==> src/hw/rtl/ihpf_pkg.sv <==
// ihpf_pkg: shared types and constants for the header parser and flow hash
// used by the controller, the datapath and the top level
`default_nettype none
package ihpf_pkg;
    localparam logic [31:0] FNV_BASIS  = 32'd2166136261;
    localparam logic [31:0] FNV_PRIME  = 32'd16777619;
    localparam logic [15:0] VLAN_TYPE  = 16'h8100;
    localparam logic [15:0] IPV4_TYPE  = 16'h0800;
    localparam logic [5:0]  MIN_IP_HDR = 6'd20;
    localparam logic [7:0]  PROTO_TCP  = 8'd6;
    localparam logic [7:0]  PROTO_UDP  = 8'd17;
    localparam logic [3:0]  HASH_LAST  = 4'd10;

    typedef struct packed {
        logic       capture;
        logic       check;
        logic       hash;
        logic       clear;
        logic [3:0] step;
    } t_cmd;

    typedef struct packed {
        logic drop;
    } t_sts;
endpackage
`default_nettype wire

==> src/hw/rtl/ihpf_if.sv <==
// ihpf_in_if / ihpf_out_if: valid-ready channels for packet bytes and results
// no dependencies
`default_nettype none
interface ihpf_in_if;
    logic       valid;
    logic       ready;
    logic [7:0] data_byte;
    logic       last_byte;
    modport source (output valid, data_byte, last_byte, input ready);
    modport sink   (input valid, data_byte, last_byte, output ready);
endinterface

interface ihpf_out_if;
    logic        valid;
    logic        ready;
    logic        drop;
    logic [4:0]  l3_pos;
    logic [7:0]  ip_protocol;
    logic [6:0]  l4_pos;
    logic [7:0]  data_pos;
    logic [31:0] tuple_hash;
    modport source (output valid, drop, l3_pos, ip_protocol, l4_pos,
                    data_pos, tuple_hash, input ready);
    modport sink   (input valid, drop, l3_pos, ip_protocol, l4_pos,
                    data_pos, tuple_hash, output ready);
endinterface
`default_nettype wire

==> src/hw/rtl/ipv4_header_parse_flow_hash_unit.sv <==
// ipv4_header_parse_flow_hash_unit: top level joining controller and datapath
// depends on ihpf_pkg, ihpf_if, ihpf_ctrl, ihpf_dp
// Packet bytes are taken one per cycle while a packet is being received. After
// the last byte the unit runs the header checks in one state and, unless the
// packet is dropped, the hash in eleven steps (one shared 32-bit multiply per
// step), then holds the result until it is taken. No bytes of the next packet
// are accepted until the result has been taken.
`default_nettype none
module ipv4_header_parse_flow_hash_unit (
    input wire logic   i_clk,
    input wire logic   i_rst_n,
    ihpf_in_if.sink    i_in,
    ihpf_out_if.source o_out
);
    import ihpf_pkg::*;

    t_cmd cmd;
    t_sts sts;

    ihpf_ctrl u_ctrl (
        .i_clk       (i_clk),
        .i_rst_n     (i_rst_n),
        .i_in_valid  (i_in.valid),
        .i_in_last   (i_in.last_byte),
        .i_out_ready (o_out.ready),
        .i_sts       (sts),
        .o_cmd       (cmd),
        .o_in_ready  (i_in.ready),
        .o_out_valid (o_out.valid)
    );

    ihpf_dp u_dp (
        .i_clk         (i_clk),
        .i_rst_n       (i_rst_n),
        .i_cmd         (cmd),
        .i_data_byte   (i_in.data_byte),
        .o_sts         (sts),
        .o_drop        (o_out.drop),
        .o_l3_pos      (o_out.l3_pos),
        .o_ip_protocol (o_out.ip_protocol),
        .o_l4_pos      (o_out.l4_pos),
        .o_data_pos    (o_out.data_pos),
        .o_tuple_hash  (o_out.tuple_hash)
    );
endmodule
`default_nettype wire

==> src/hw/rtl/ihpf_ctrl.sv <==
// ihpf_ctrl: state machine sequencing byte capture, checks, hash steps, output
// depends on ihpf_pkg
`default_nettype none
module ihpf_ctrl (
    input  wire logic          i_clk,
    input  wire logic          i_rst_n,
    input  wire logic          i_in_valid,
    input  wire logic          i_in_last,
    input  wire logic          i_out_ready,
    input  wire ihpf_pkg::t_sts i_sts,
    output ihpf_pkg::t_cmd     o_cmd,
    output logic               o_in_ready,
    output logic               o_out_valid
);
    import ihpf_pkg::*;

    localparam logic [1:0] S_RX   = 2'd0;
    localparam logic [1:0] S_CHK  = 2'd1;
    localparam logic [1:0] S_HASH = 2'd2;
    localparam logic [1:0] S_OUT  = 2'd3;

    logic [1:0] r_state, n_state;
    logic [3:0] r_step, n_step;

    always_comb begin
        n_state      = r_state;
        n_step       = r_step;
        o_cmd        = '0;
        o_cmd.step   = r_step;
        o_in_ready   = 1'b0;
        o_out_valid  = 1'b0;
        unique case (r_state)
            S_RX: begin
                o_in_ready    = 1'b1;
                o_cmd.capture = i_in_valid;
                if (i_in_valid && i_in_last) begin
                    n_state = S_CHK;
                end
            end
            S_CHK: begin
                o_cmd.check = 1'b1;
                n_step      = '0;
                n_state     = i_sts.drop ? S_OUT : S_HASH;
            end
            S_HASH: begin
                o_cmd.hash = 1'b1;
                n_step     = r_step + 4'd1;
                if (r_step == HASH_LAST) begin
                    n_state = S_OUT;
                end
            end
            S_OUT: begin
                o_out_valid = 1'b1;
                if (i_out_ready) begin
                    o_cmd.clear = 1'b1;
                    n_state     = S_RX;
                end
            end
            default: n_state = S_RX;
        endcase
    end

    always_ff @(posedge i_clk) begin
        if (!i_rst_n) begin
            r_state <= S_RX;
            r_step  <= '0;
        end else begin
            r_state <= n_state;
            r_step  <= n_step;
        end
    end
endmodule
`default_nettype wire

==> src/hw/rtl/ihpf_dp.sv <==
// ihpf_dp: header field capture, packet checks, offsets and fnv-1a hash unit
// depends on ihpf_pkg
`default_nettype none
module ihpf_dp (
    input  wire logic           i_clk,
    input  wire logic           i_rst_n,
    input  wire ihpf_pkg::t_cmd i_cmd,
    input  wire logic [7:0]     i_data_byte,
    output ihpf_pkg::t_sts      o_sts,
    output logic                o_drop,
    output logic [4:0]          o_l3_pos,
    output logic [7:0]          o_ip_protocol,
    output logic [6:0]          o_l4_pos,
    output logic [7:0]          o_data_pos,
    output logic [31:0]         o_tuple_hash
);
    import ihpf_pkg::*;

    logic [7:0]  r_count;
    logic [15:0] r_ether;
    logic        r_vlan;
    logic [7:0]  r_ipvl;
    logic [15:0] r_frag;
    logic [7:0]  r_proto;
    logic [31:0] r_saddr, r_daddr;
    logic [15:0] r_sport, r_dport;
    logic [3:0]  r_tdo;
    logic [15:0] r_sp_sel, r_dp_sel;
    logic [31:0] r_hash;

    logic [7:0]  b;
    logic [4:0]  n_cur;
    logic [7:0]  rel, tpos;
    logic [5:0]  ihl_cur;

    assign b       = i_data_byte;
    assign n_cur   = r_vlan ? 5'd18 : 5'd14;
    assign rel     = r_count - {3'd0, n_cur};
    assign ihl_cur = {r_ipvl[3:0], 2'b00};
    assign tpos    = rel - {2'd0, ihl_cur};

    // packet checks on the captured header
    logic [8:0] len;
    logic [6:0] t_off;
    logic [7:0] pay;
    logic       drop, use_ports;

    assign len   = {1'b0, r_count};
    assign t_off = {2'd0, n_cur} + {1'b0, ihl_cur};

    always_comb begin
        drop      = 1'b0;
        use_ports = 1'b0;
        pay       = {1'b0, t_off};
        if (len < 9'd14 || r_ether != IPV4_TYPE) begin
            drop = 1'b1;
        end else if (len < {4'd0, n_cur} + {3'd0, MIN_IP_HDR}) begin
            drop = 1'b1;
        end else if (r_ipvl[7:4] != 4'd4) begin
            drop = 1'b1;
        end else if (ihl_cur < MIN_IP_HDR || len < {2'd0, t_off}) begin
            drop = 1'b1;
        end else if (r_frag[13:0] != 14'd0) begin
            drop = 1'b1;
        end else if (r_proto == PROTO_TCP) begin
            if (len < {2'd0, t_off} + 9'd20) begin
                drop = 1'b1;
            end else begin
                use_ports = 1'b1;
                pay       = {1'b0, t_off} + {2'd0, r_tdo, 2'b00};
            end
        end else if (r_proto == PROTO_UDP) begin
            if (len < {2'd0, t_off} + 9'd8) begin
                drop = 1'b1;
            end else begin
                use_ports = 1'b1;
                pay       = {1'b0, t_off} + 8'd8;
            end
        end
    end

    assign o_sts.drop = drop;

    // hash operand for the current step
    logic [31:0] hv;
    always_comb begin
        case (i_cmd.step)
            4'd0:    hv = {24'd0, r_saddr[7:0]};
            4'd1:    hv = {24'd0, r_saddr[15:8]};
            4'd2:    hv = {24'd0, r_saddr[23:16]};
            4'd3:    hv = {24'd0, r_saddr[31:24]};
            4'd4:    hv = {24'd0, r_daddr[7:0]};
            4'd5:    hv = {24'd0, r_daddr[15:8]};
            4'd6:    hv = {24'd0, r_daddr[23:16]};
            4'd7:    hv = {24'd0, r_daddr[31:24]};
            4'd8:    hv = {16'd0, r_sp_sel};
            4'd9:    hv = {16'd0, r_dp_sel};
            default: hv = {24'd0, r_proto};
        endcase
    end

    logic [31:0] hmul;
    assign hmul = (r_hash ^ hv) * FNV_PRIME;

    always_ff @(posedge i_clk) begin
        if (!i_rst_n || i_cmd.clear) begin
            r_count <= '0;
            r_ether <= '0;
            r_vlan  <= 1'b0;
            r_ipvl  <= '0;
            r_frag  <= '0;
            r_proto <= '0;
            r_saddr <= '0;
            r_daddr <= '0;
            r_sport <= '0;
            r_dport <= '0;
            r_tdo   <= '0;
        end else if (i_cmd.capture) begin
            r_count <= (r_count == 8'd255) ? r_count : r_count + 8'd1;
            if (r_count == 8'd12) begin
                r_ether <= {b, 8'd0};
            end
            if (r_count == 8'd13) begin
                r_ether <= r_ether | {8'd0, b};
                if ((r_ether | {8'd0, b}) == VLAN_TYPE) begin
                    r_vlan <= 1'b1;
                end
            end else begin
                if (r_vlan && r_count == 8'd16) begin
                    r_ether <= {b, 8'd0};
                end
                if (r_vlan && r_count == 8'd17) begin
                    r_ether <= r_ether | {8'd0, b};
                end
                if (r_count >= {3'd0, n_cur}) begin
                    if (rel == 8'd0) begin
                        r_ipvl <= b;
                    end else begin
                        if (rel == 8'd6) begin
                            r_frag[15:8] <= b;
                        end
                        if (rel == 8'd7) begin
                            r_frag[7:0] <= b;
                        end
                        if (rel == 8'd9) begin
                            r_proto <= b;
                        end
                        if (rel >= 8'd12 && rel < 8'd16) begin
                            r_saddr <= {r_saddr[23:0], b};
                        end
                        if (rel >= 8'd16 && rel < 8'd20) begin
                            r_daddr <= {r_daddr[23:0], b};
                        end
                        if (ihl_cur >= MIN_IP_HDR && rel >= {2'd0, ihl_cur}) begin
                            if (tpos < 8'd2) begin
                                r_sport <= {r_sport[7:0], b};
                            end else if (tpos < 8'd4) begin
                                r_dport <= {r_dport[7:0], b};
                            end else if (tpos == 8'd12) begin
                                r_tdo <= b[7:4];
                            end
                        end
                    end
                end
            end
        end
    end

    always_ff @(posedge i_clk) begin
        if (i_cmd.check) begin
            o_drop        <= drop;
            o_l3_pos      <= drop ? 5'd0 : n_cur;
            o_ip_protocol <= drop ? 8'd0 : r_proto;
            o_l4_pos      <= drop ? 7'd0 : t_off;
            o_data_pos    <= drop ? 8'd0 : pay;
            r_sp_sel      <= use_ports ? r_sport : 16'd0;
            r_dp_sel      <= use_ports ? r_dport : 16'd0;
            r_hash        <= drop ? 32'd0 : FNV_BASIS;
        end else if (i_cmd.hash) begin
            r_hash <= hmul;
        end
    end

    assign o_tuple_hash = r_hash;
endmodule
`default_nettype wire

==> src/flat_wrapper.sv <==
// flat-port wrapper written by rule: the top's interface ports become plain ports
module ipv4_header_parse_flow_hash_unit_flat import ihpf_pkg::*;
  (i_clk, i_rst_n, i_in_valid, i_in_data_byte, i_in_last_byte, i_in_ready, o_out_valid, o_out_drop, o_out_l3_pos, o_out_ip_protocol, o_out_l4_pos, o_out_data_pos, o_out_tuple_hash, o_out_ready);
  ihpf_in_if i_in_i ();
  ihpf_out_if o_out_i ();
  input wire logic i_clk;
  input wire logic i_rst_n;
  input wire logic [$bits(i_in_i.valid)-1:0] i_in_valid;
  input wire logic [$bits(i_in_i.data_byte)-1:0] i_in_data_byte;
  input wire logic [$bits(i_in_i.last_byte)-1:0] i_in_last_byte;
  output wire logic [$bits(i_in_i.ready)-1:0] i_in_ready;
  output wire logic [$bits(o_out_i.valid)-1:0] o_out_valid;
  output wire logic [$bits(o_out_i.drop)-1:0] o_out_drop;
  output wire logic [$bits(o_out_i.l3_pos)-1:0] o_out_l3_pos;
  output wire logic [$bits(o_out_i.ip_protocol)-1:0] o_out_ip_protocol;
  output wire logic [$bits(o_out_i.l4_pos)-1:0] o_out_l4_pos;
  output wire logic [$bits(o_out_i.data_pos)-1:0] o_out_data_pos;
  output wire logic [$bits(o_out_i.tuple_hash)-1:0] o_out_tuple_hash;
  input wire logic [$bits(o_out_i.ready)-1:0] o_out_ready;
  assign i_in_i.valid = i_in_valid;
  assign i_in_i.data_byte = i_in_data_byte;
  assign i_in_i.last_byte = i_in_last_byte;
  assign i_in_ready = i_in_i.ready;
  assign o_out_valid = o_out_i.valid;
  assign o_out_drop = o_out_i.drop;
  assign o_out_l3_pos = o_out_i.l3_pos;
  assign o_out_ip_protocol = o_out_i.ip_protocol;
  assign o_out_l4_pos = o_out_i.l4_pos;
  assign o_out_data_pos = o_out_i.data_pos;
  assign o_out_tuple_hash = o_out_i.tuple_hash;
  assign o_out_i.ready = o_out_ready;
  ipv4_header_parse_flow_hash_unit u_core (.i_clk(i_clk), .i_rst_n(i_rst_n), .i_in(i_in_i), .o_out(o_out_i));
endmodule
==> config.mk <==
export PLATFORM = sky130hd
export DESIGN_NAME = ipv4_header_parse_flow_hash_unit_flat
export DESIGN_NICKNAME = d
export VERILOG_FILES = /design/src/hw/rtl/ihpf_pkg.sv /design/src/hw/rtl/ihpf_if.sv /design/src/hw/rtl/ipv4_header_parse_flow_hash_unit.sv /design/src/hw/rtl/ihpf_ctrl.sv /design/src/hw/rtl/ihpf_dp.sv /design/src/flat_wrapper.sv
export SDC_FILE = /design/constraint.sdc
export NUM_CORES = 1
export LEC_CHECK = 0
export ABC_AREA = 1
export BUFFER_PORTS_ARGS = -buffer_cell sky130_fd_sc_hd__buf_2
export CAP_MARGIN = 10
export CORE_MARGIN = 4
export CORE_UTILIZATION = 25
export CTS_BUF_LIST = sky130_fd_sc_hd__clkbuf_4
export CTS_CLUSTER_SIZE = 14
export DETAILED_ROUTE_END_ITERATION = 8
export MAX_ROUTING_LAYER = met4
export PLACE_DENSITY = 0.36
export SLEW_MARGIN = 20
export SYNTH_ARGS = -nofsm -noshare
export SYNTH_HDL_FRONTEND = slang
export SYNTH_HIERARCHICAL = 1
export SYNTH_SLANG_ARGS = --single-unit
==> constraint.sdc <==
create_clock -name i_clk -period 9.45 [get_ports i_clk]
set_input_delay 1.89 -clock i_clk [delete_from_list [all_inputs] [get_ports i_clk]]
set_output_delay 1.89 -clock i_clk [all_outputs]
set_load 0.01 [all_outputs]
==> flow_summary.ini <==
[outcome]
status = finished, final reports clean

[critical_path]
rr_endpoint = u_core/u_dp/o_tuple_hash[29]
worstSetupEndpointType = register
cp_slowest_cell = xor2_1
rr_worst_depth = 28
cp_common_cell = inv_1
crit_end = u_core/u_dp/o_tuple_hash[29]
cp.required_ns = 9.97
crit_arrival_ns = 8.04
start_kind = register
r2r_start = u_core/u_ctrl/r_step[3]
path_max_fanout = 17
cp.depth = 28
rrSetupSlack_ns = 1.93
criticalPathCategory = register to register
critPathLaunch = u_core/u_ctrl/r_step[3]
crit_buf_inv = 7
cp_top_family = adder cells
max_stage_delay_ns = 0.76

[timing]
worst_slack_ns = 1.93
hold_violations = 0
final.setup.tns_ns = 0
fin_hold_ws_ns = 0.444
slew_viol_final = 0
fin_crit_sh_pct = 79.6
rsz0062_at_grt = false
min_period_ns = 7.52
worst_slew_pin_slew_ns = 1.19
finalSetupViolations = 0
max-slew-margin-rel_pct = 20.2
clock.fmax_mhz = 133
fin_skew_ns = 0.0998

[hold_path]
hp-class = register to register

[flow_run]
maxCapViolCount = 0

[routing]
vias = 15200
routed-wl-met3_um = 2400
wl_met1_um = 26900
met2_wirelength_um = 27600
routed_via_density = 4.48
drt-initial-drc-count = 830
avgRoutedWirePerCell_um = 17.1
routed.top_layer = met4
drc = 0
final_antenna_net_count = 0
first_pass_iters = 5
wirelength_um = 58100

[grt]
grt_usage_pct = 15.5
grt_max_degree = 65
grt_pass1_wl_um = 90900
antenna_found_initial = 2
grt_overflow = 0
grt_pass1_vias = 15600

[floorplan]
core_um2 = 71600
dieArea_um2 = 76800
io_pins = 76
die_w_um = 277
rows = 98
start_util_pct = 25.3
fp.dieH_um = 277

[synth]
synth_edf_count = 87
ys_ff_latch = 248
async_flop_share_pct = 0
yosys_most_used_dff = dfxtp_1
synthTopCellsByArea = dfxtp_1, ha_1, edfxtp_1
synth_cells = 2283
synthTopCellsByCount = inv_1, nand2_1, nor2_1
ys_warn_count = 6
synth.most_common_cell = inv_1
syn_area_per_cell_um2 = 7.93
synth_top_area_share_pct = 17.8
ys_seq_area_share_pct = 32.2
syn_area_um2 = 18100
synth.distinct_cells = 56
netlist.top_cell.by_area = dfxtp_1

[placed_design]
pre_cts_slack_ns = 1.81
routabilityCongestion = 0.867
io_buffers = 72
hpwl_um = 44700

[clocking]
postCtsHoldBufs = 0
clkTransAtPathRegs_ns = 0.06
ctsResizeCount = 0
insertion_delay_ns = 0.81
cts_tree = built
ctsRootBufferMaster = clkbuf_4
clockBufferDepth = 3
numCtsBuffers = 78
cts_setup_buffers = 0
h-tree-depth = 3
cts_num_sinks = 248

[cells_and_area]
drive_gt1_share_pct = 10.1
nets = 2715
syn_to_final_growth_pct = 13.2
fin_util_pct = 28.6
==> through the flow <==
| step | instance area [µm²] | instances |
|---|---|---|
| final | 20500 | 3399 |
| after global routing | 20500 | 3398 |
| after CTS | 20500 | 3396 |
| after detailed placement | 19500 | 3261 |
| after global placement | 19500 | 3261 |
| after floorplan | 18100 | 2285 |
==> how the worst min path moves through the flow <==
stage	endpoint	slack, ns	cells after the start	start
2_1_floorplan	u_core/u_dp/r_frag[11]	0.42	2	u_core/u_dp/r_frag[11]
5_1_grt	u_core/u_dp/r_frag[8]	0.46	2	u_core/u_dp/r_frag[8]
3_5_place_dp	u_core/u_dp/r_ipvl[6]	0.44	2	u_core/u_dp/r_ipvl[6]
3_3_place_gp	u_core/u_dp/r_ipvl[6]	0.43	2	u_core/u_dp/r_ipvl[6]
4_1_cts	u_core/u_dp/r_ipvl[6]	0.45	2	u_core/u_dp/r_ipvl[6]
6_report	u_core/u_dp/r_ipvl[6]	0.44	2	u_core/u_dp/r_ipvl[6]
==> cell type report <==
class / count / area, µm²
Antenna cell: 3 / 7.51
Clock buffer: 113 / 848
Clock inverter: 22 / 120
Fill cell: 7901 / 51100
Inverter: 440 / 1650
Multi-Input combinational cell: 1535 / 10400
Sequential cell: 248 / 5840
Tap cell: 950 / 1190
Timing Repair Buffer: 88 / 480
==> cell usage in the layout, fill, tap and decap left out, drive strengths merged, types with 5 or more instances in the layout <==
| cell type | instances |
|---|---|
| ha | 233 |
| edfxtp | 87 |
| a21o | 5 |
| o22ai | 14 |
| nand4 | 25 |
| dfxtp | 161 |
| a221oi | 5 |
| clkinv | 17 |
| nand3 | 162 |
| a32o | 10 |
| or2 | 5 |
| xnor2 | 16 |
| nor2 | 250 |
| fa | 78 |
| xor2 | 16 |
| a21oi | 187 |
| nor4 | 7 |
| buf | 88 |
| nand2 | 343 |
| clkbuf | 113 |
| inv | 443 |
| o21ai | 116 |
| nor3 | 27 |
==> cell families after synthesis <==
logic type                 synth area share, %
and+or+nand+nor                           19.7
buffers and inverters                     10.7
AOI/OAI and AO/OA                         11.0
adders and majority gates                 24.7
DFF                                       32.2
xor gates and xnor gates                  1.55
other                                   0.0207
==> worst min-delay path, delay by kind of cell (launching register included) <==
family	cells	cell delay, ns
flops	1	0.31
buf+inv	1	0.05
compound gates	1	0.05
==> registers in the layout, indices dropped and copies added (netlist names), 4 cells and up <==
signal and count:
u_core/u_dp/r_daddr 32, u_core/u_dp/r_ether 16, u_core/u_dp/r_count 8, u_core/u_dp/r_saddr 32, u_core/u_dp/r_ipvl 8, u_core/u_dp/o_l4_pos 5
u_core/u_dp/r_proto 8, u_core/u_dp/o_ip_protocol 8, u_core/u_dp/o_data_pos 6, u_core/u_dp/r_frag 14, u_core/u_dp/o_tuple_hash 32, u_core/u_dp/r_tdo 4
u_core/u_dp/r_dp_sel 16, u_core/u_dp/r_sp_sel 16, u_core/u_dp/r_dport 16, u_core/u_ctrl/r_step 4, u_core/u_dp/r_sport 16
==> layer usage <==
layer / vias to the layer above / global-route usage (%)
met5: - / -
met3: 81 / 2.39
met4: 0 / 4.39
li1: 7685 / -
met1: 7134 / 20.0
met2: 313 / 25.5
Power is left out: the tool's default activity adds up to more than one toggle a clock period on the data nets, which glitch-free logic cannot reach.
